==> src/design/q2e_pkg.sv <==
package q2e_pkg;

    // Fraction bits of the matrix terms; "1" is 2^28.
    localparam int WORK_FRAC = 28;
    // Width of one scaled product of two components.
    localparam int PROD_W = 30;
    // Width of a rotation-matrix term.
    localparam int TERM_W = 32;
    // Width of the sum of squares under the square root.
    localparam int SQ_W = 62;
    // Width of the square root; one root bit is found per cell.
    localparam int ROOT_W = SQ_W / 2;
    // Width of the remainder carried between root cells.
    localparam int REM_W = ROOT_W + 2;
    // CORDIC vector and angle widths.
    localparam int XW = 36;
    localparam int ZW = 34;
    // Number of entries in the arctangent table.
    localparam int ATAN_LEN = 24;

    // A quarter turn in angle units of 2^32 per turn.
    localparam logic signed [ZW-1:0] QUARTER_TURN = ZW'(64'sd1073741824);

    // atan(2^-i) in units of 2^32 per turn.
    localparam logic [30:0] ATAN_TAB [ATAN_LEN] = '{
        31'd536870912, 31'd316933406, 31'd167458907, 31'd85004756,
        31'd42667331,  31'd21354465,  31'd10679838,  31'd5340245,
        31'd2670163,   31'd1335087,   31'd667544,    31'd333772,
        31'd166886,    31'd83443,     31'd41722,     31'd20861,
        31'd10430,     31'd5215,      31'd2608,      31'd1304,
        31'd652,       31'd326,       31'd163,       31'd81
    };

    // Rotation-matrix terms that ride along the root chain.
    typedef struct packed {
        logic signed [TERM_W-1:0] m21;
        logic signed [TERM_W-1:0] m22;
        logic signed [TERM_W-1:0] m10;
        logic signed [TERM_W-1:0] m00;
        logic signed [TERM_W-1:0] m20;
    } terms_t;

    // State handed from one CORDIC cell to the next.
    typedef struct packed {
        logic signed [XW-1:0] x;
        logic signed [XW-1:0] y;
        logic signed [ZW-1:0] z;
        logic                 zero;
    } cordic_t;

    // Brings a vector into the right half plane and flags the zero vector.
    function automatic cordic_t prerot(input logic signed [XW-1:0] yi,
                                       input logic signed [XW-1:0] xi);
        cordic_t c;
        c.zero = (xi == '0) && (yi == '0);
        c.x = xi;
        c.y = yi;
        c.z = '0;
        if (xi < 0) begin
            if (yi >= 0) begin
                c.x = yi;
                c.y = -xi;
                c.z = QUARTER_TURN;
            end else begin
                c.x = -yi;
                c.y = xi;
                c.z = -QUARTER_TURN;
            end
        end
        return c;
    endfunction

endpackage

==> src/design/q2e_root_cell.sv <==
module q2e_root_cell (
    input  logic                        aclk,
    input  logic                        en,
    input  logic [q2e_pkg::SQ_W-1:0]    n_in,
    input  logic [q2e_pkg::REM_W-1:0]   rem_in,
    input  logic [q2e_pkg::ROOT_W-1:0]  root_in,
    input  q2e_pkg::terms_t             terms_in,
    output logic [q2e_pkg::SQ_W-1:0]    n_out,
    output logic [q2e_pkg::REM_W-1:0]   rem_out,
    output logic [q2e_pkg::ROOT_W-1:0]  root_out,
    output q2e_pkg::terms_t             terms_out
);
    import q2e_pkg::*;

    logic [SQ_W-1:0]   n_reg;
    logic [REM_W-1:0]  rem_reg;
    logic [REM_W-1:0]  rem_next;
    logic [ROOT_W-1:0] root_reg;
    logic [ROOT_W-1:0] root_next;
    terms_t            terms_reg;
    logic [REM_W+1:0]  rem_wide;
    logic [REM_W+1:0]  trial;

    // One restoring step: bring down two radicand bits and try a root bit of one.
    always_comb begin
        rem_wide = {rem_in, n_in[SQ_W-1:SQ_W-2]};
        trial    = (REM_W+2)'({root_in, 2'b01});
        if (rem_wide >= trial) begin
            rem_next  = REM_W'(rem_wide - trial);
            root_next = {root_in[ROOT_W-2:0], 1'b1};
        end else begin
            rem_next  = rem_wide[REM_W-1:0];
            root_next = {root_in[ROOT_W-2:0], 1'b0};
        end
    end

    always_ff @(posedge aclk) begin
        if (en) begin
            n_reg     <= {n_in[SQ_W-3:0], 2'b00};
            rem_reg   <= rem_next;
            root_reg  <= root_next;
            terms_reg <= terms_in;
        end
    end

    assign n_out     = n_reg;
    assign rem_out   = rem_reg;
    assign root_out  = root_reg;
    assign terms_out = terms_reg;

endmodule

==> config.mk <==
export PLATFORM = sky130hd
export DESIGN_NAME = q2e_root_cell
export DESIGN_NICKNAME = d
export VERILOG_FILES = /design/src/design/q2e_pkg.sv /design/src/design/q2e_root_cell.sv
export SDC_FILE = /design/constraint.sdc
export NUM_CORES = 1
export LEC_CHECK = 0
export CORE_AREA = 4 4 220 222
export CTS_CLUSTER_DIAMETER = 150
export DETAILED_ROUTE_END_ITERATION = 8
export DIE_AREA = 0 0 224 226
export DONT_BUFFER_PORTS = 1
export HOLD_SLACK_MARGIN = 0.12
export PLACE_DENSITY = 0.46
export SYNTH_ARGS = -nofsm -noshare
export SYNTH_HDL_FRONTEND = slang
export SYNTH_SLANG_ARGS = --single-unit
==> constraint.sdc <==
create_clock -name aclk -period 2.4 [get_ports aclk]
set_input_delay 0 -clock aclk [delete_from_list [all_inputs] [get_ports aclk]]
set_output_delay 0 -clock aclk [all_outputs]
set_load 0.1 [all_outputs]
==> results_dict.tcl, run 1 <==
set metrics [dict create \
    synth-edff-count 284 \
    floorplan.die.width_um 224 \
    post-synth-top-area-fraction_pct 75.5 \
    synthMostInstantiatedCell "sky130_fd_sc_hd__edfxtp_1" \
    ys.flop_type "sky130_fd_sc_hd__edfxtp_1" \
    syn-cell-area_um2 11300 \
    stop_error "[ERROR RSZ-0060] Max buffer count reached." \
    synth_async_sr_flop_share_pct 0 \
    fp.dieH_um 226 \
    synth-seq-area-share_pct 75.5 \
    boundaryPins 574 \
    h_tree_levels 2 \
    clock_path_buffers 3 \
    syn-mean-instance-area_um2 16.8 \
    status "aborted with a tool error" \
    detailed_place_hpwl_mm 33.0 \
    dp_worst_setup_slack_ps -137 \
    synth.distinct_cells 60 \
    initial_core_util_pct 24.4 \
    cts-hold-fix-buffers 286 \
    synth-seq-cells 284 \
    finalWeightedCongestion 0.800 \
    synthesis.instances 673 \
    floorplan.rows 79 \
    root_buffer "sky130_fd_sc_hd__clkbuf_16" \
    cts_buffers 35 \
    portBuffers 0 \
    netlist_top_cells_area "sky130_fd_sc_hd__edfxtp_1 75%, sky130_fd_sc_hd__ha_1 3.7%, sky130_fd_sc_hd__mux2_4 2.4%" \
    failing_step "clock tree synthesis (4_1_cts)" \
    yosysWarnings 0 \
    cts-resized-gates 0 \
    yosysTopAreaCell "sky130_fd_sc_hd__edfxtp_1" \
    postCtsSetupRepairBufs 0 \
    synth_common_cells "284 x sky130_fd_sc_hd__edfxtp_1, 50 x sky130_fd_sc_hd__inv_1, 37 x sky130_fd_sc_hd__a21oi_1, 33 x sky130_fd_sc_hd__ha_1, 30 x sky130_fd_sc_hd__nand2_1" \
    cts.sink_count 284 \
]
-- per-stage QoR --
step / TNS, ps / util (%) / std cells / instance area [µm²]
global placement: -356 / 27.3 / 1362 / 12700
floorplan: 0 / - / 674 / 11300
detailed placement: -332 / 27.3 / 1362 / 12700
-- cell families after synthesis --
kind of cell    share of synthesized area (%)
buf+inv                                  2.96
mux                                      3.35
compound gates                           7.84
fa+ha+maj                                3.66
simple gates                             4.81
flops                                    75.5
xor+xnor                                 1.86
other cells                            0.0332
==> inputs of run 2 (changes only) <==
CORE_AREA = not set   (was 4 4 220 222)
CORE_MARGIN = 4   (was not set)
CORE_UTILIZATION = 20   (was not set)
CTS_CLUSTER_DIAMETER = not set   (was 150)
DIE_AREA = not set   (was 0 0 224 226)
HOLD_SLACK_MARGIN = not set   (was 0.12)
PLACE_DENSITY = not set   (was 0.46)
PLACE_DENSITY_LB_ADDON = 0.15   (was not set)
clock period = 3.1 ns   (was 2.4 ns; I/O delays follow)
==> run 2 against run 1 <==
Against the previous run:
- area after synthesis is the same
- synthesized cell count is the same
- the flow now finishes, with violations (negative hold slack)
==> results_dict.tcl, run 2 <==
set metrics [dict create \
    timing.fmax_mhz 355 \
    detailed_place_hpwl_mm 33.6 \
    postCtsSetupRepairBufs 0 \
    synth-edff-count 284 \
    post_route_cells_drive_above_1_share_pct 9.72 \
    synthMostInstantiatedCell "sky130_fd_sc_hd__edfxtp_1" \
    cellPowerDensity_nw_per_um2 762 \
    grt_first_pass_wirelength_mm 60.9 \
    vias 7269 \
    finish.net_count 1313 \
    critPathMaxStageDelay_ps 560 \
    first_pass_detailed_route_iteration_total 4 \
    layout.filler_cells 5637 \
    netlist_top_cells_area "sky130_fd_sc_hd__edfxtp_1 75%, sky130_fd_sc_hd__ha_1 3.7%, sky130_fd_sc_hd__mux2_4 2.4%" \
    cts.clk_slew.worst_paths_ps 50 \
    crit_start "n_in[61]" \
    wl_per_cell_um 25.9 \
    post_layout_nonfiller_instances 1773 \
    top_fanout_value_on_the_critical_path 26 \
    maxSlewViolCount 0 \
    fin_setup_tns_ps 0 \
    grt_max_degree 285 \
    globalRoute.totalOverflow 0 \
    mostFrequentLayoutCells "284 x sky130_fd_sc_hd__dlygate4sd3_1, 284 x sky130_fd_sc_hd__edfxtp_1, 50 x sky130_fd_sc_hd__inv_1, 37 x sky130_fd_sc_hd__a21oi_1, 37 x sky130_fd_sc_hd__clkbuf_16" \
    critical_path.slowest_cell "sky130_fd_sc_hd__dlygate4sd3_1" \
    critPathMostFrequentCell "sky130_fd_sc_hd__dlygate4sd3_1" \
    grt_pass1_vias 7687 \
    portBuffers 0 \
    dp.cells 1417 \
    final_core_utilization_pct 29.1 \
    timing.critical_path.cells "dlygate4sd3_1, inv_1, ha_1, nand4_1, or4_1, o21a_1, o21a_4, inv_12, mux2_2, dlygate4sd3_1" \
    cts.sink_count 284 \
    syn-cell-area_um2 11300 \
    hold_viol 87 \
    required_ps 3360 \
    floorplan.die_area_um2 60300 \
    core-area_um2 55500 \
    max_slew_margin_pct 24.9 \
    criticalPathCategory "in -> reg" \
    syn-mean-instance-area_um2 16.8 \
    synth_async_sr_flop_share_pct 0 \
    synth-seq-area-share_pct 75.5 \
    maxCapViolCount 0 \
    layout-area-overhead-vs-synth_pct 42.9 \
    ff_latch_area_um2 8530 \
    floorplan.die.width_um 246 \
    leakagePower_nw 5.77 \
    synth.distinct_cells 60 \
    cts-resized-gates 0 \
    root_buffer "sky130_fd_sc_hd__clkbuf_16" \
    period_share_pct 91.0 \
    route.detailed.drc 0 \
    initial_core_util_pct 20.3 \
    ys.flop_type "sky130_fd_sc_hd__edfxtp_1" \
    boundaryPins 574 \
    grtUsageTotal_pct 14.2 \
    setup_violations 0 \
    multiInputGateArea_um2 2440 \
    first_iter_violations 367 \
    tightest_slew_ps 1130 \
    post-synth-top-area-fraction_pct 75.5 \
    critical_path_buf_inv_count 4 \
    fp.dieH_um 246 \
    hp_class "in -> reg" \
    cts-hold-fix-buffers 284 \
    synth-seq-cells 284 \
    routed_wirelength_mm 45.9 \
    antenna_found_initial 9 \
    cts_buffers 37 \
    largest_register_ffs 160 \
    synthesis.instances 673 \
    minimum_clock_period_after_layout_ps 2820 \
    floorplan.rows 86 \
    synth_common_cells "284 x sky130_fd_sc_hd__edfxtp_1, 50 x sky130_fd_sc_hd__inv_1, 37 x sky130_fd_sc_hd__a21oi_1, 33 x sky130_fd_sc_hd__ha_1, 30 x sky130_fd_sc_hd__nand2_1" \
    start_kind "input pin" \
    drt.antenna.violating_nets 0 \
    irDropWorstVdd_mv 0.375 \
    status "finished with violations" \
    crit_path_end "rem_out[3]" \
    final_layout_worst_hold_slack_ps -400 \
    h_tree_levels 2 \
    number_of_cells_on_the_critical_path 10 \
    critical_path_arrival_ps 3080 \
    clock_path_buffers 3 \
    dpl_cell_area_um2 12200 \
    violated_checks "negative hold slack" \
    crit_family "buffers and inverters" \
    final_area_um2 16100 \
    rsz0062_at_grt "false" \
    finalWeightedCongestion 0.795 \
    yosysTopAreaCell "sky130_fd_sc_hd__edfxtp_1" \
    tritoncts_clock_tree "yes" \
    worst_setup_path_end_kind "flip-flop" \
    yosysWarnings 0 \
    vias_per_cell 4.10 \
]
## run 2: final cells by class
type,count,share of cell area (%)
Sequential cell,284,52.8
Timing Repair Buffer,293,18.0
Multi-Input combinational cell,325,15.1
Clock buffer,43,5.88
Tap cell,748,5.80
Inverter,51,1.26
Clock inverter,23,1.00
Antenna cell,6,0.0930
## run 2: worst min path at each step
stage                    end  slack, ps    startpoint  cells past startpoint
2_1_floorplan      n_out[10]        100       n_in[8]                      0
3_3_place_gp    terms_out[1]        100   terms_in[1]                      0
3_5_place_dp   terms_out[26]        100  terms_in[26]                      0
4_1_cts        terms_out[34]       -450            en                      0
5_1_grt         root_out[26]       -450            en                      0
6_report        root_out[26]       -400            en                      0
## run 2: power by group
part           internal [mW]  switching, mW
clock network           2.29           1.67
registers               4.66           2.63
logic                  0.537          0.503
total                   7.49           4.80
## run 2: metal layers
layer  vias to the layer above  part of all wire [%]  global-route usage (%)
met5                         -                 0.089                       0
met4                         6                   4.9                    6.59
met3                        80                   8.8                    5.55
met2                       385                    51                    25.8
met1                      3563                    35                    14.3
li1                       3235                     -                       -
## run 2: metrics by stage
step | power, mW | worst slack [ps]
2_1_floorplan | 7.76 | 679
3_3_place_gp | 8.11 | 108
3_5_place_dp | 8.10 | 157
4_1_cts | 12.5 | 290
5_1_grt | 12.8 | 173
6_report | 12.3 | 280
## run 2: cell families after synthesis
kind of cell | count (synthesis) | synth area share [%]
muxes | 28 | 3.35
and+or+nand+nor | 111 | 4.81
other | 1 | 0.0332
buffers and inverters | 65 | 2.96
AOI/OAI and AO/OA | 127 | 7.84
adders and majority gates | 33 | 3.66
xor gates and xnor gates | 24 | 1.86
DFF | 284 | 75.5
Note: power is estimated with default switching activity, not from simulation.
