[src/design/q2e_pkg.sv]
package q2e_pkg;

    // Fraction bits of the matrix terms; "1" is 2^28.
    localparam int WORK_FRAC = 28;
    // Width of one scaled product of two components.
    localparam int PROD_W = 30;
    // Width of a rotation-matrix term.
    localparam int TERM_W = 32;
    // Width of the sum of squares under the square root.
    localparam int SQ_W = 62;
    // Width of the square root; one root bit is found per cell.
    localparam int ROOT_W = SQ_W / 2;
    // Width of the remainder carried between root cells.
    localparam int REM_W = ROOT_W + 2;
    // CORDIC vector and angle widths.
    localparam int XW = 36;
    localparam int ZW = 34;
    // Number of entries in the arctangent table.
    localparam int ATAN_LEN = 24;

    // A quarter turn in angle units of 2^32 per turn.
    localparam logic signed [ZW-1:0] QUARTER_TURN = ZW'(64'sd1073741824);

    // atan(2^-i) in units of 2^32 per turn.
    localparam logic [30:0] ATAN_TAB [ATAN_LEN] = '{
        31'd536870912, 31'd316933406, 31'd167458907, 31'd85004756,
        31'd42667331,  31'd21354465,  31'd10679838,  31'd5340245,
        31'd2670163,   31'd1335087,   31'd667544,    31'd333772,
        31'd166886,    31'd83443,     31'd41722,     31'd20861,
        31'd10430,     31'd5215,      31'd2608,      31'd1304,
        31'd652,       31'd326,       31'd163,       31'd81
    };

    // Rotation-matrix terms that ride along the root chain.
    typedef struct packed {
        logic signed [TERM_W-1:0] m21;
        logic signed [TERM_W-1:0] m22;
        logic signed [TERM_W-1:0] m10;
        logic signed [TERM_W-1:0] m00;
        logic signed [TERM_W-1:0] m20;
    } terms_t;

    // State handed from one CORDIC cell to the next.
    typedef struct packed {
        logic signed [XW-1:0] x;
        logic signed [XW-1:0] y;
        logic signed [ZW-1:0] z;
        logic                 zero;
    } cordic_t;

    // Brings a vector into the right half plane and flags the zero vector.
    function automatic cordic_t prerot(input logic signed [XW-1:0] yi,
                                       input logic signed [XW-1:0] xi);
        cordic_t c;
        c.zero = (xi == '0) && (yi == '0);
        c.x = xi;
        c.y = yi;
        c.z = '0;
        if (xi < 0) begin
            if (yi >= 0) begin
                c.x = yi;
                c.y = -xi;
                c.z = QUARTER_TURN;
            end else begin
                c.x = -yi;
                c.y = xi;
                c.z = -QUARTER_TURN;
            end
        end
        return c;
    endfunction

endpackage

[src/design/q2e_cordic_cell.sv]
module q2e_cordic_cell #(
    parameter int IDX = 0
) (
    input  logic               aclk,
    input  logic               en,
    input  q2e_pkg::cordic_t   c_in,
    output q2e_pkg::cordic_t   c_out
);
    import q2e_pkg::*;

    localparam logic signed [ZW-1:0] ATAN = ZW'(ATAN_TAB[IDX]);

    cordic_t            c_reg;
    cordic_t            c_next;
    logic signed [XW-1:0] dx;
    logic signed [XW-1:0] dy;

    // One vectoring micro-rotation toward the positive x axis.
    always_comb begin
        dx = c_in.y >>> IDX;
        dy = c_in.x >>> IDX;
        c_next.zero = c_in.zero;
        if (c_in.y >= 0) begin
            c_next.x = c_in.x + dx;
            c_next.y = c_in.y - dy;
            c_next.z = c_in.z + ATAN;
        end else begin
            c_next.x = c_in.x - dx;
            c_next.y = c_in.y + dy;
            c_next.z = c_in.z - ATAN;
        end
    end

    always_ff @(posedge aclk) begin
        if (en) begin
            c_reg <= c_next;
        end
    end

    assign c_out = c_reg;

endmodule

[config.mk]
export PLATFORM = sky130hd
export DESIGN_NAME = q2e_cordic_cell
export DESIGN_NICKNAME = d
export VERILOG_FILES = /design/src/design/q2e_pkg.sv /design/src/design/q2e_cordic_cell.sv
export SDC_FILE = /design/constraint.sdc
export NUM_CORES = 1
export LEC_CHECK = 0
export BUFFER_PORTS_ARGS = -buffer_cell sky130_fd_sc_hd__buf_2
export CAP_MARGIN = 20
export CORE_UTILIZATION = 40
export DETAILED_ROUTE_END_ITERATION = 10
export PLACE_DENSITY_LB_ADDON = 0.25
export SLEW_MARGIN = 20
export SYNTH_ARGS = -nofsm -noshare
export SYNTH_HDL_FRONTEND = slang
export SYNTH_SLANG_ARGS = --single-unit
[constraint.sdc]
create_clock -name aclk -period 5.1 [get_ports aclk]
set_input_delay 0.51 -clock aclk [delete_from_list [all_inputs] [get_ports aclk]]
set_output_delay 0.51 -clock aclk [all_outputs]
set_load 0.05 [all_outputs]
# After elaboration in Yosys (flattened, before gate mapping)
# Index checks and enable logic that the tools add are counted.
[classes]
reduce_logical = 0
n_lt_le_gt_ge = 1
n_bitwise = 0
shift = 0
addsub = 5
muxes = 1
eq_ne = 0
div = 0
multipliers = 0
[ops]
columns = ["cell", "n"]
rows = [
  ["$mux W106", 1],
  ["$sub A36 B36 Y36", 2],
  ["$add A36 B36 Y36", 1],
  ["$ge A36 B1 Y1 const B", 1],
  ["$add A34 B31 Y34 const B", 1],
  ["$sub A34 B31 Y34 const B", 1],
]
[word_totals]
in_bits = 109
ram_bits = 0
latch_bits = 0
reg_bits = 107
wordCells = 11
romBits = 0
output_inout_bits = 107
memories = 0

# Logic depth before layout (Yosys ltp)
# Gate-level depths: netlist of run 1.
[logic_depth]
depth_word = 2
mapped_depth = 12

# Least setup slack after synthesis of run 1
# Ideal clock, no wire load.
[synth_timing]
path_kind = "input -> register"
start = "in c_in[37] (netlist bit)"
end = "reg c_reg (netlist bit c_out[95]), data pin"
arrival_ns = 2.629
path_slack_ns = 2.213
setup_ns = 0.258
t_required_ns = 4.842
path_stages = 12
path_buffers = 1
path_cell_list = "inv_1 > ha_1 > buf_6 > nand2b_4 > a2111oi_4 > o31ai_2 > a211oi_1 > nand3_1 > a31o_2 > a31oi_4 > o221ai_2 > xnor2_1"
[synth_rtl]
columns = ["element", "line_no", "source"]
rows = [
  ["start: declaration", "q2e_cordic_cell.sv:6", "input q2e_pkg::cordic_t c_in,"],
  ["end signal: assignment", "q2e_cordic_cell.sv:36", "c_reg <= c_next;"],
  ["end: declaration", "q2e_cordic_cell.sv:13", "cordic_t c_reg;"],
]

==> PnR_summary.wiki, run 1 <==
{| class="wikitable"
! Metric !! Value
|-
| Die Area || 25200 sq um
|-
| Post-synthesis cell type count || 84
|-
| Residual DRC || 0
|-
| Area delta synth->final || 16.0%
|-
| Status || finished, final reports clean
|-
| Most used cells in the layout excluding fill and tap cells || 214 x sky130_fd_sc_hd__buf_2, 123 x sky130_fd_sc_hd__a21oi_1, 113 x sky130_fd_sc_hd__inv_1, 108 x sky130_fd_sc_hd__ha_1, 106 x sky130_fd_sc_hd__edfxtp_1
|-
| HP Class || in2reg
|-
| Async SR Flop Fraction || 0
|-
| Remaining Overflow, GRT || 0
|-
| Core area || 23800 sq um
|-
| Number of flops mapped to enable cells by yosys || 106
|-
| Number of standard-cell rows in the floorplan || 56
|-
| Antenna Violating Nets Remaining || 0
|-
| Worst-case hold path end point || c_out[10]$_DFFE_PP_
|-
| Library cell used as clock root buffer || sky130_fd_sc_hd__clkbuf_16
|-
| CTS HTree Levels || 3
|-
| Clock tree sinks || 106
|-
| Peak fanout along the critical path || 4
|-
| Area of all sequential standard cells || 3180 sq um
|-
| CTS clock-pin slew for the worst setup and hold paths || 0.09 ns
|-
| Number of search-and-repair iterations in the first detailed-routing pass || 6
|-
| Per-cell via count in the routed design || 5.62
|-
| Max-Slew Margin vs Limit || 0.304
|-
| Nets in the synthesized netlist || 1324
|-
| Die span in y || 159 microns
|-
| Setup repair after global routing missed its margin || false
|-
| Horiz. Die Dim || 159 microns
|-
| F_max || 290 MHz
|-
| TritonCTS clock tree || done
|-
| Area share of the largest cell type after synthesis || 0.325
|-
| Filler instances || 2375
|-
| Number of max-cap violations || 0
|-
| Cts bufs inserted || 9
|-
| Quantity of hold-fixing buffers added after cts || 0
|-
| Post-Synthesis Cell Area || 9810 sq um
|-
| Number of nets at the end of the flow || 1496
|-
| Final max-slew violation count || 0
|-
| Cell leakage power || 0.00504 uW
|-
| Number of setup buffers added after CTS || 0
|-
| Largest cells by area after synthesis || sky130_fd_sc_hd__edfxtp_1 32%, sky130_fd_sc_hd__ha_1 14%, sky130_fd_sc_hd__a21oi_1 6.3%
|-
| Slew of the pin with the lowest slew margin || 1.04 ns
|-
| Final core utilization || 0.479
|-
| Ratio of final minimum period to clock period || 0.676
|-
| RePlAce Congestion || 0.921
|-
| Arrival time reported for the critical path endpoint || 3.55 ns
|-
| Kind of end point of the critical path || flop
|-
| Total number of vias || 8993
|-
| Top_reg_cell synth || sky130_fd_sc_hd__edfxtp_1
|-
| Most area-hungry cell type in the Yosys netlist || sky130_fd_sc_hd__edfxtp_1
|-
| Total Negative Setup Slacks || 0 ns
|-
| Number of endpoints failing setup at the final stage || 0
|-
| Worst-case clock buffer depth || 2
|-
| Register bit total from synthesis || 106
|-
| Aggregate global-route resource usage || 0.236
|-
| Category of the worst setup path launch point || input pin
|-
| Sequential fraction of the synthesis area || 0.325
|-
| Cells after Synth || 1103
|-
| Max rail drop VDD || 0.137 mV
|-
| Launch instance of the worst min-delay path || c_in[10]
|-
| Most common cell after layout, fill and taps aside || sky130_fd_sc_hd__buf_2
|-
| Final period demand of the worst path || 3.45 ns
|-
| Share of layout cells above drive strength 1 || 0.209
|-
| Post-Route WL || 30.2 mm
|-
| Initial standard-cell utilization of the core || 0.413
|-
| Largest register FFs || 106
|-
| Critical path type || in2reg
|-
| Number of warning messages in the yosys log || 0
|-
| Required time of the worst setup path || 5.20 ns
|-
| Count of cells along the worst hold path || 1
|-
| Pwr/cell area || 303 nW/um^2
|-
| Footprint of the multi-input gates || 5930 sq um
|-
| Hpwl dp || 23.3 mm
|-
| Global-route wire length before repair || 45.3 mm
|-
| Final-report hold violation count || 0
|-
| Maximum number of pins on one net before global-route repair || 92
|-
| Number of top-level pins || 216
|-
| Number of gates resized after cts || 0
|-
| Syn_area_per_cell || 8.89 sq um
|-
| WL/cell || 18.9 microns
|-
| Drt first-iter violations || 937
|-
| Number of input and output port buffers inserted || 215
|-
| Number of global-route vias before repair || 8403
|-
| Initial antenna violation count || 2
|}
-- cells in the mapped netlist (17+ instances only) --
cell / count
sky130_fd_sc_hd__nand3_1: 17
sky130_fd_sc_hd__inv_1: 113
sky130_fd_sc_hd__nor2b_1: 17
sky130_fd_sc_hd__a21oi_1: 123
sky130_fd_sc_hd__ha_1: 108
sky130_fd_sc_hd__xnor2_1: 64
sky130_fd_sc_hd__nor3_1: 17
sky130_fd_sc_hd__clkbuf_1: 31
sky130_fd_sc_hd__o21ai_0: 73
sky130_fd_sc_hd__nor2_1: 81
sky130_fd_sc_hd__a21o_1: 32
sky130_fd_sc_hd__edfxtp_1: 106
sky130_fd_sc_hd__nand2_1: 54
-- metrics by stage --
stage                     hold slack [ns]  instance area, sq um  std cells  total power, uW  setup WS (ns)
after floorplan                     0.609                  9810       1103             2280           2.21
after global placement              0.687                 11100       1583             2660           1.37
after detailed placement            0.688                 11100       1583             2670           1.31
after CTS                           0.305                 11400       1599             3450           1.72
after global routing                0.294                 11400       1601             3600           1.50
final                               0.309                 11400       1601             3450           1.65
-- how the worst max path moves through the flow --
| stage | end | from | cells past startpoint | slack, ns |
|---|---|---|---|---|
| final | c_out[103]$_DFFE_PP_ | c_in[71] | 13 | 1.65 |
| after global routing | c_out[103]$_DFFE_PP_ | c_in[71] | 13 | 1.50 |
| after CTS | c_out[103]$_DFFE_PP_ | c_in[71] | 13 | 1.72 |
| after detailed placement | c_out[99]$_DFFE_PP_ | c_in[71] | 13 | 1.31 |
| after global placement | c_out[99]$_DFFE_PP_ | c_in[71] | 13 | 1.37 |
| after floorplan | c_out[95]$_DFFE_PP_ | c_in[37] | 12 | 2.21 |
-- layout make-up --
| class | instances | area share |
|---|---|---|
| Antenna cell | 2 | 0.000440 |
| Sequential cell | 106 | 0.280 |
| Clock inverter | 7 | 0.00814 |
| Inverter | 117 | 0.0386 |
| Multi-Input combinational cell | 823 | 0.521 |
| Timing Repair Buffer | 218 | 0.0968 |
| Tap cell | 319 | 0.0351 |
| Clock buffer | 9 | 0.0198 |
-- critical path: stages --
cell,delay (ns)
sky130_fd_sc_hd__buf_2,0.12
sky130_fd_sc_hd__inv_1,0.05
sky130_fd_sc_hd__ha_1,0.22
sky130_fd_sc_hd__fa_1,0.44
sky130_fd_sc_hd__nor2b_1,0.19
sky130_fd_sc_hd__o21ai_1,0.11
sky130_fd_sc_hd__a32oi_1,0.47
sky130_fd_sc_hd__a211oi_2,0.24
sky130_fd_sc_hd__o31ai_1,0.58
sky130_fd_sc_hd__or3b_1,0.22
sky130_fd_sc_hd__nand3_1,0.11
sky130_fd_sc_hd__o21ai_1,0.17
sky130_fd_sc_hd__xor2_1,0.10
-- per-layer routing --
layer,track usage,up-vias,wire (microns)
met3,0.0438,41,2360
met4,0.0755,0,651
met5,0,-,0
met1,0.321,4261,13600
met2,0.376,379,13600
li1,-,4312,-
-- report_power, final --
| group | internal, uW | switching, uW | leakage [uW] |
|---|---|---|---|
| combinational | 429 | 1070 | 0.00385 |
| sequential | 1130 | 34.3 | 0.00104 |
| clock | 396 | 387 | 0.000156 |
-- logic make-up (layout without fill, tap and decap cells) --
logic type / Yosys count / after routing / synth area share
AO/OA/AOI/OAI: 375 / 375 / 0.255
buffers and inverters: 174 / 351 / 0.0707
XOR/XNOR: 72 / 72 / 0.0643
adder cells (fa/ha/maj): 112 / 112 / 0.146
AND/OR/NAND/NOR: 249 / 249 / 0.124
flip-flops: 106 / 106 / 0.325
multiplexers: 15 / 15 / 0.0153
other: 0 / 2 / 0
Note: power is estimated with default switching activity, not from simulation.
==> run 2, diff against run 1 <==
- ABC_AREA: not set -> 1
- clock period: 5.1 -> 2.98 ns (I/O delays scaled with it)
==> run 2 against run 1 <==
  * Wire length grew 33%
  * Critical path type unchanged
  * Critical endpoint is now c_out[104]$_DFFE_PP_
  * Non-clock buffer count rose by 23
  * Global-route usage grew 4.6 points
  * Total power up 73%
  * Largest power group unchanged
  * Highest routed layer unchanged
  * Utilization fell by 0.65 points
==> PnR_summary.wiki, run 2 <==
{| class="wikitable"
! Metric !! Value
|-
| Category of the worst setup path launch point || input pin (unchanged)
|-
| Kind of end point of the critical path || flop (unchanged)
|-
| Quantity of hold-fixing buffers added after cts || 0 (unchanged)
|-
| Number of flops mapped to enable cells by yosys || 106 (unchanged)
|-
| Top_reg_cell synth || sky130_fd_sc_hd__edfxtp_1 (unchanged)
|-
| Simple-Gate Fraction of Synth Area || 0.315 (was 0.124)
|-
| Pwr/cell area || 468 nW/um^2 (was 303 nW/um^2)
|-
| Nets in the synthesized netlist || 1854 (was 1324)
|-
| Arrival time reported for the critical path endpoint || 2.58 ns (was 3.55 ns)
|-
| Area delta synth->final || 15.9% (was 16.0%)
|-
| Setup repair after global routing missed its margin || false (unchanged)
|-
| Slew of the pin with the lowest slew margin || 0.649 ns (was 1.04 ns)
|-
| Syn_area_per_cell || 6.73 sq um (was 8.89 sq um)
|-
| F_max || 408 MHz
|-
| Largest register FFs || 106 (unchanged)
|-
| Most common cell after layout, fill and taps aside || sky130_fd_sc_hd__nand2_1 (was sky130_fd_sc_hd__buf_2)
|-
| Post-synthesis cell type count || 39 (was 84)
|-
| Post-synthesis mux area share || 0 (was 0.0153)
|-
| Number of global-route vias before repair || 10400 (was 8403)
|-
| Initial standard-cell utilization of the core || 0.408 (was 0.413)
|-
| Antenna Violating Nets Remaining || 0 (unchanged)
|-
| Largest cells by area after synthesis || sky130_fd_sc_hd__edfxtp_1 29%, sky130_fd_sc_hd__nand2_1 16%, sky130_fd_sc_hd__ha_1 12% (was sky130_fd_sc_hd__edfxtp_1 32%, sky130_fd_sc_hd__ha_1 14%, sky130_fd_sc_hd__a21oi_1 6.3%)
|-
| Most numerous cell in the Yosys netlist || sky130_fd_sc_hd__nand2_1 (was sky130_fd_sc_hd__a21oi_1)
|-
| Drt first-iter violations || 1033 (was 937)
|-
| Number of warning messages in the yosys log || 0 (unchanged)
|-
| Hpwl dp || 33.6 mm (was 23.3 mm)
|-
| Total Negative Setup Slacks || 0 ns (unchanged)
|-
| Post-Synthesis Cell Area || 11000 sq um (was 9810 sq um)
|-
| Post-route cell area || 12700 sq um (was 11400 sq um)
|-
| Count of antenna diodes in the layout || 0 (was 2)
|-
| Per-cell via count in the routed design || 5.28 (was 5.62)
|-
| Dominant combinational cell family by area after synthesis || simple AND/OR/NAND/NOR gates (was compound AO/OA/AOI/OAI gates)
|-
| Post-Route WL || 40.1 mm (was 30.2 mm)
|-
| Final-report hold violation count || 0 (unchanged)
|-
| Final max-slew violation count || 0 (unchanged)
|-
| Cts bufs inserted || 9 (unchanged)
|-
| Number of search-and-repair iterations in the first detailed-routing pass || 5 (was 6)
|-
| Number of top-level pins || 216 (unchanged)
|-
| Global-route wire length before repair || 59.8 mm (was 45.3 mm)
|-
| Die span in y || 168 microns (was 159 microns)
|-
| CP Capture Point || c_out[104]$_DFFE_PP_ (was c_out[103]$_DFFE_PP_)
|-
| CTS HTree Levels || 3 (unchanged)
|-
| Max-Slew Margin vs Limit || 0.567 (was 0.304)
|-
| Number of setup buffers added after CTS || 0 (unchanged)
|-
| Area share of the largest cell type after synthesis || 0.290 (was 0.325)
|-
| Number of input and output port buffers inserted || 215 (unchanged)
|-
| Critical path origin || c_in[59] (was c_in[71])
|-
| HP Class || in2reg (unchanged)
|-
| Residual DRC || 0 (unchanged)
|-
| Number of max-cap violations || 0 (unchanged)
|-
| Final period demand of the worst path || 2.45 ns
|-
| Peak fanout along the critical path || 10 (was 4)
|-
| Compound-gate portion of the synthesized area || 0.131 (was 0.255)
|-
| Initial antenna violation count || 1 (was 2)
|-
| Most used cells in the layout excluding fill and tap cells || 464 x sky130_fd_sc_hd__nand2_1, 233 x sky130_fd_sc_hd__inv_1, 214 x sky130_fd_sc_hd__buf_2, 152 x sky130_fd_sc_hd__nand3_1, 147 x sky130_fd_sc_hd__nor2_1 (was 214 x sky130_fd_sc_hd__buf_2, 123 x sky130_fd_sc_hd__a21oi_1, 113 x sky130_fd_sc_hd__inv_1, 108 x sky130_fd_sc_hd__ha_1, 106 x sky130_fd_sc_hd__edfxtp_1)
|-
| Ratio of final minimum period to clock period || 0.821
|-
| Aggregate global-route resource usage || 0.282 (was 0.236)
|-
| Maximum number of pins on one net before global-route repair || 74 (was 92)
|-
| Critical path type || in2reg (unchanged)
|-
| Sequential fraction of the synthesis area || 0.290 (was 0.325)
|-
| Number of endpoints failing setup at the final stage || 0 (unchanged)
|-
| Register bit total from synthesis || 106 (unchanged)
|-
| Fraction of the mapped netlist area in adder cells || 0.130 (was 0.146)
|-
| Core area || 27000 sq um (was 23800 sq um)
|-
| Worst-case clock buffer depth || 2 (unchanged)
|-
| Async SR Flop Fraction || 0 (unchanged)
|-
| CTS clock-pin slew for the worst setup and hold paths || 0.09 ns (about the same)
|-
| Cells after Synth || 1633 (was 1103)
|-
| TritonCTS clock tree || done (unchanged)
|-
| Total number of vias || 11500 (was 8993)
|-
| Remaining Overflow, GRT || 0 (unchanged)
|-
| Library cell used as clock root buffer || sky130_fd_sc_hd__clkbuf_16 (unchanged)
|-
| Horiz. Die Dim || 168 microns (was 159 microns)
|-
| Most area-hungry cell type in the Yosys netlist || sky130_fd_sc_hd__edfxtp_1 (unchanged)
|-
| Post-Place Worst Slack || 0.280 ns (was 1.31 ns)
|-
| WL/cell || 18.4 microns (was 18.9 microns)
|-
| Share of layout cells above drive strength 1 || 0.159 (was 0.209)
|-
| Cells after DPL || 2168 (was 1583)
|-
| Post-synthesis xor/xnor area fraction || 0.0255 (was 0.0643)
|-
| Number of standard-cell rows in the floorplan || 60 (was 56)
|-
| RePlAce Congestion || 0.971 (was 0.921)
|-
| Power Total || 5960 uW (was 3450 uW)
|-
| Max rail drop VDD || 0.278 mV (was 0.137 mV)
|-
| Worst path setup slack after routing || 0.532 ns (was 1.65 ns)
|-
| Number of nets at the end of the flow || 2059 (was 1496)
|-
| Number of gates resized after cts || 0 (unchanged)
|-
| Filler instances || 2857 (was 2375)
|-
| Post-synth top cells || 464 x sky130_fd_sc_hd__nand2_1, 234 x sky130_fd_sc_hd__inv_1, 152 x sky130_fd_sc_hd__nand3_1, 147 x sky130_fd_sc_hd__nor2_1, 126 x sky130_fd_sc_hd__a21oi_1 (was 123 x sky130_fd_sc_hd__a21oi_1, 113 x sky130_fd_sc_hd__inv_1, 108 x sky130_fd_sc_hd__ha_1, 106 x sky130_fd_sc_hd__edfxtp_1, 81 x sky130_fd_sc_hd__nor2_1)
|-
| Required time of the worst setup path || 3.12 ns (was 5.20 ns)
|-
| Status || finished, final reports clean (unchanged)
|-
| Clock tree sinks || 106 (unchanged)
|-
| Launch instance of the worst min-delay path || c_in[3] (was c_in[10])
|-
| Die Area || 28100 sq um (was 25200 sq um)
|-
| Total placed instance area || 12400 sq um (was 11100 sq um)
|-
| Number of standard cells in the layout, taps in and fillers out || 2184 (was 1601)
|-
| Cell leakage power || 0.00654 uW (was 0.00504 uW)
|}
run 2: cell types whose count changed after synthesis, sizes merged, moves of 22 or more:
cell and change:
xnor2 -63, inv +123, clkbuf -22, nor2 +75
xor2 +23, nand3 +136, a21o -22, nand2 +418
run 2: metrics by stage:
stage,hold WS (ns),util
2_1_floorplan,0.397,-
3_3_place_gp,0.475,0.461
3_5_place_dp,0.476,0.461
4_1_cts,0.0800,0.472
5_1_grt,0.0813,0.472
6_report,0.0988,0.472
run 2: how the worst min path moves through the flow:
stage                          end  slack (ns)  depth (start not counted)
6_report        c_out[3]$_DFFE_PP_         0.1                          1
5_1_grt         c_out[3]$_DFFE_PP_        0.08                          1
4_1_cts         c_out[3]$_DFFE_PP_        0.08                          1
3_5_place_dp   c_out[10]$_DFFE_PP_        0.48                          1
3_3_place_gp   c_out[12]$_DFFE_PP_        0.47                          1
2_1_floorplan   c_out[0]$_DFFE_PP_        0.40                          0
run 2: power by group:
part	internal (uW)	switching, uW
clock	612	698
combinational	712	2010
sequential	1880	56.5
total	3200	2760
run 2: worst max-delay path, cell delays in order:
cell and delay [ns]:
sky130_fd_sc_hd__buf_2 0.10, sky130_fd_sc_hd__inv_1 0.04, sky130_fd_sc_hd__ha_1 0.48, sky130_fd_sc_hd__a21oi_1 0.60, sky130_fd_sc_hd__o21ai_0 0.24, sky130_fd_sc_hd__a21oi_1 0.38, sky130_fd_sc_hd__nor2_1 0.08, sky130_fd_sc_hd__nor2_1 0.13
sky130_fd_sc_hd__nand3_1 0.08, sky130_fd_sc_hd__nand3_1 0.09, sky130_fd_sc_hd__nand2_1 0.06
run 2: kinds of logic (layout without fill, tap and decap cells):
group,count (synthesis),count (layout)
AOI/OAI and AO/OA,269,269
and+or+nand+nor,828,828
xor gates and xnor gates,32,32
DFF,106,106
adders and majority gates,112,112
buffers and inverters,286,496
run 2: layout make-up:
cell class	instances	area [sq um]	share of cell area
multi-input combinational	1241	6610	0.519
sequential	106	3180	0.250
timing repair buffer	241	1300	0.102
inverter	239	897	0.0705
tap	341	427	0.0335
clock buffer	9	225	0.0177
clock inverter	7	91.3	0.00717
run 2: layer usage:
metal	wire length (microns)	GRT usage
met5	0	0
met4	738	0.0646
met3	3330	0.0459
met2	16900	0.430
met1	19100	0.413
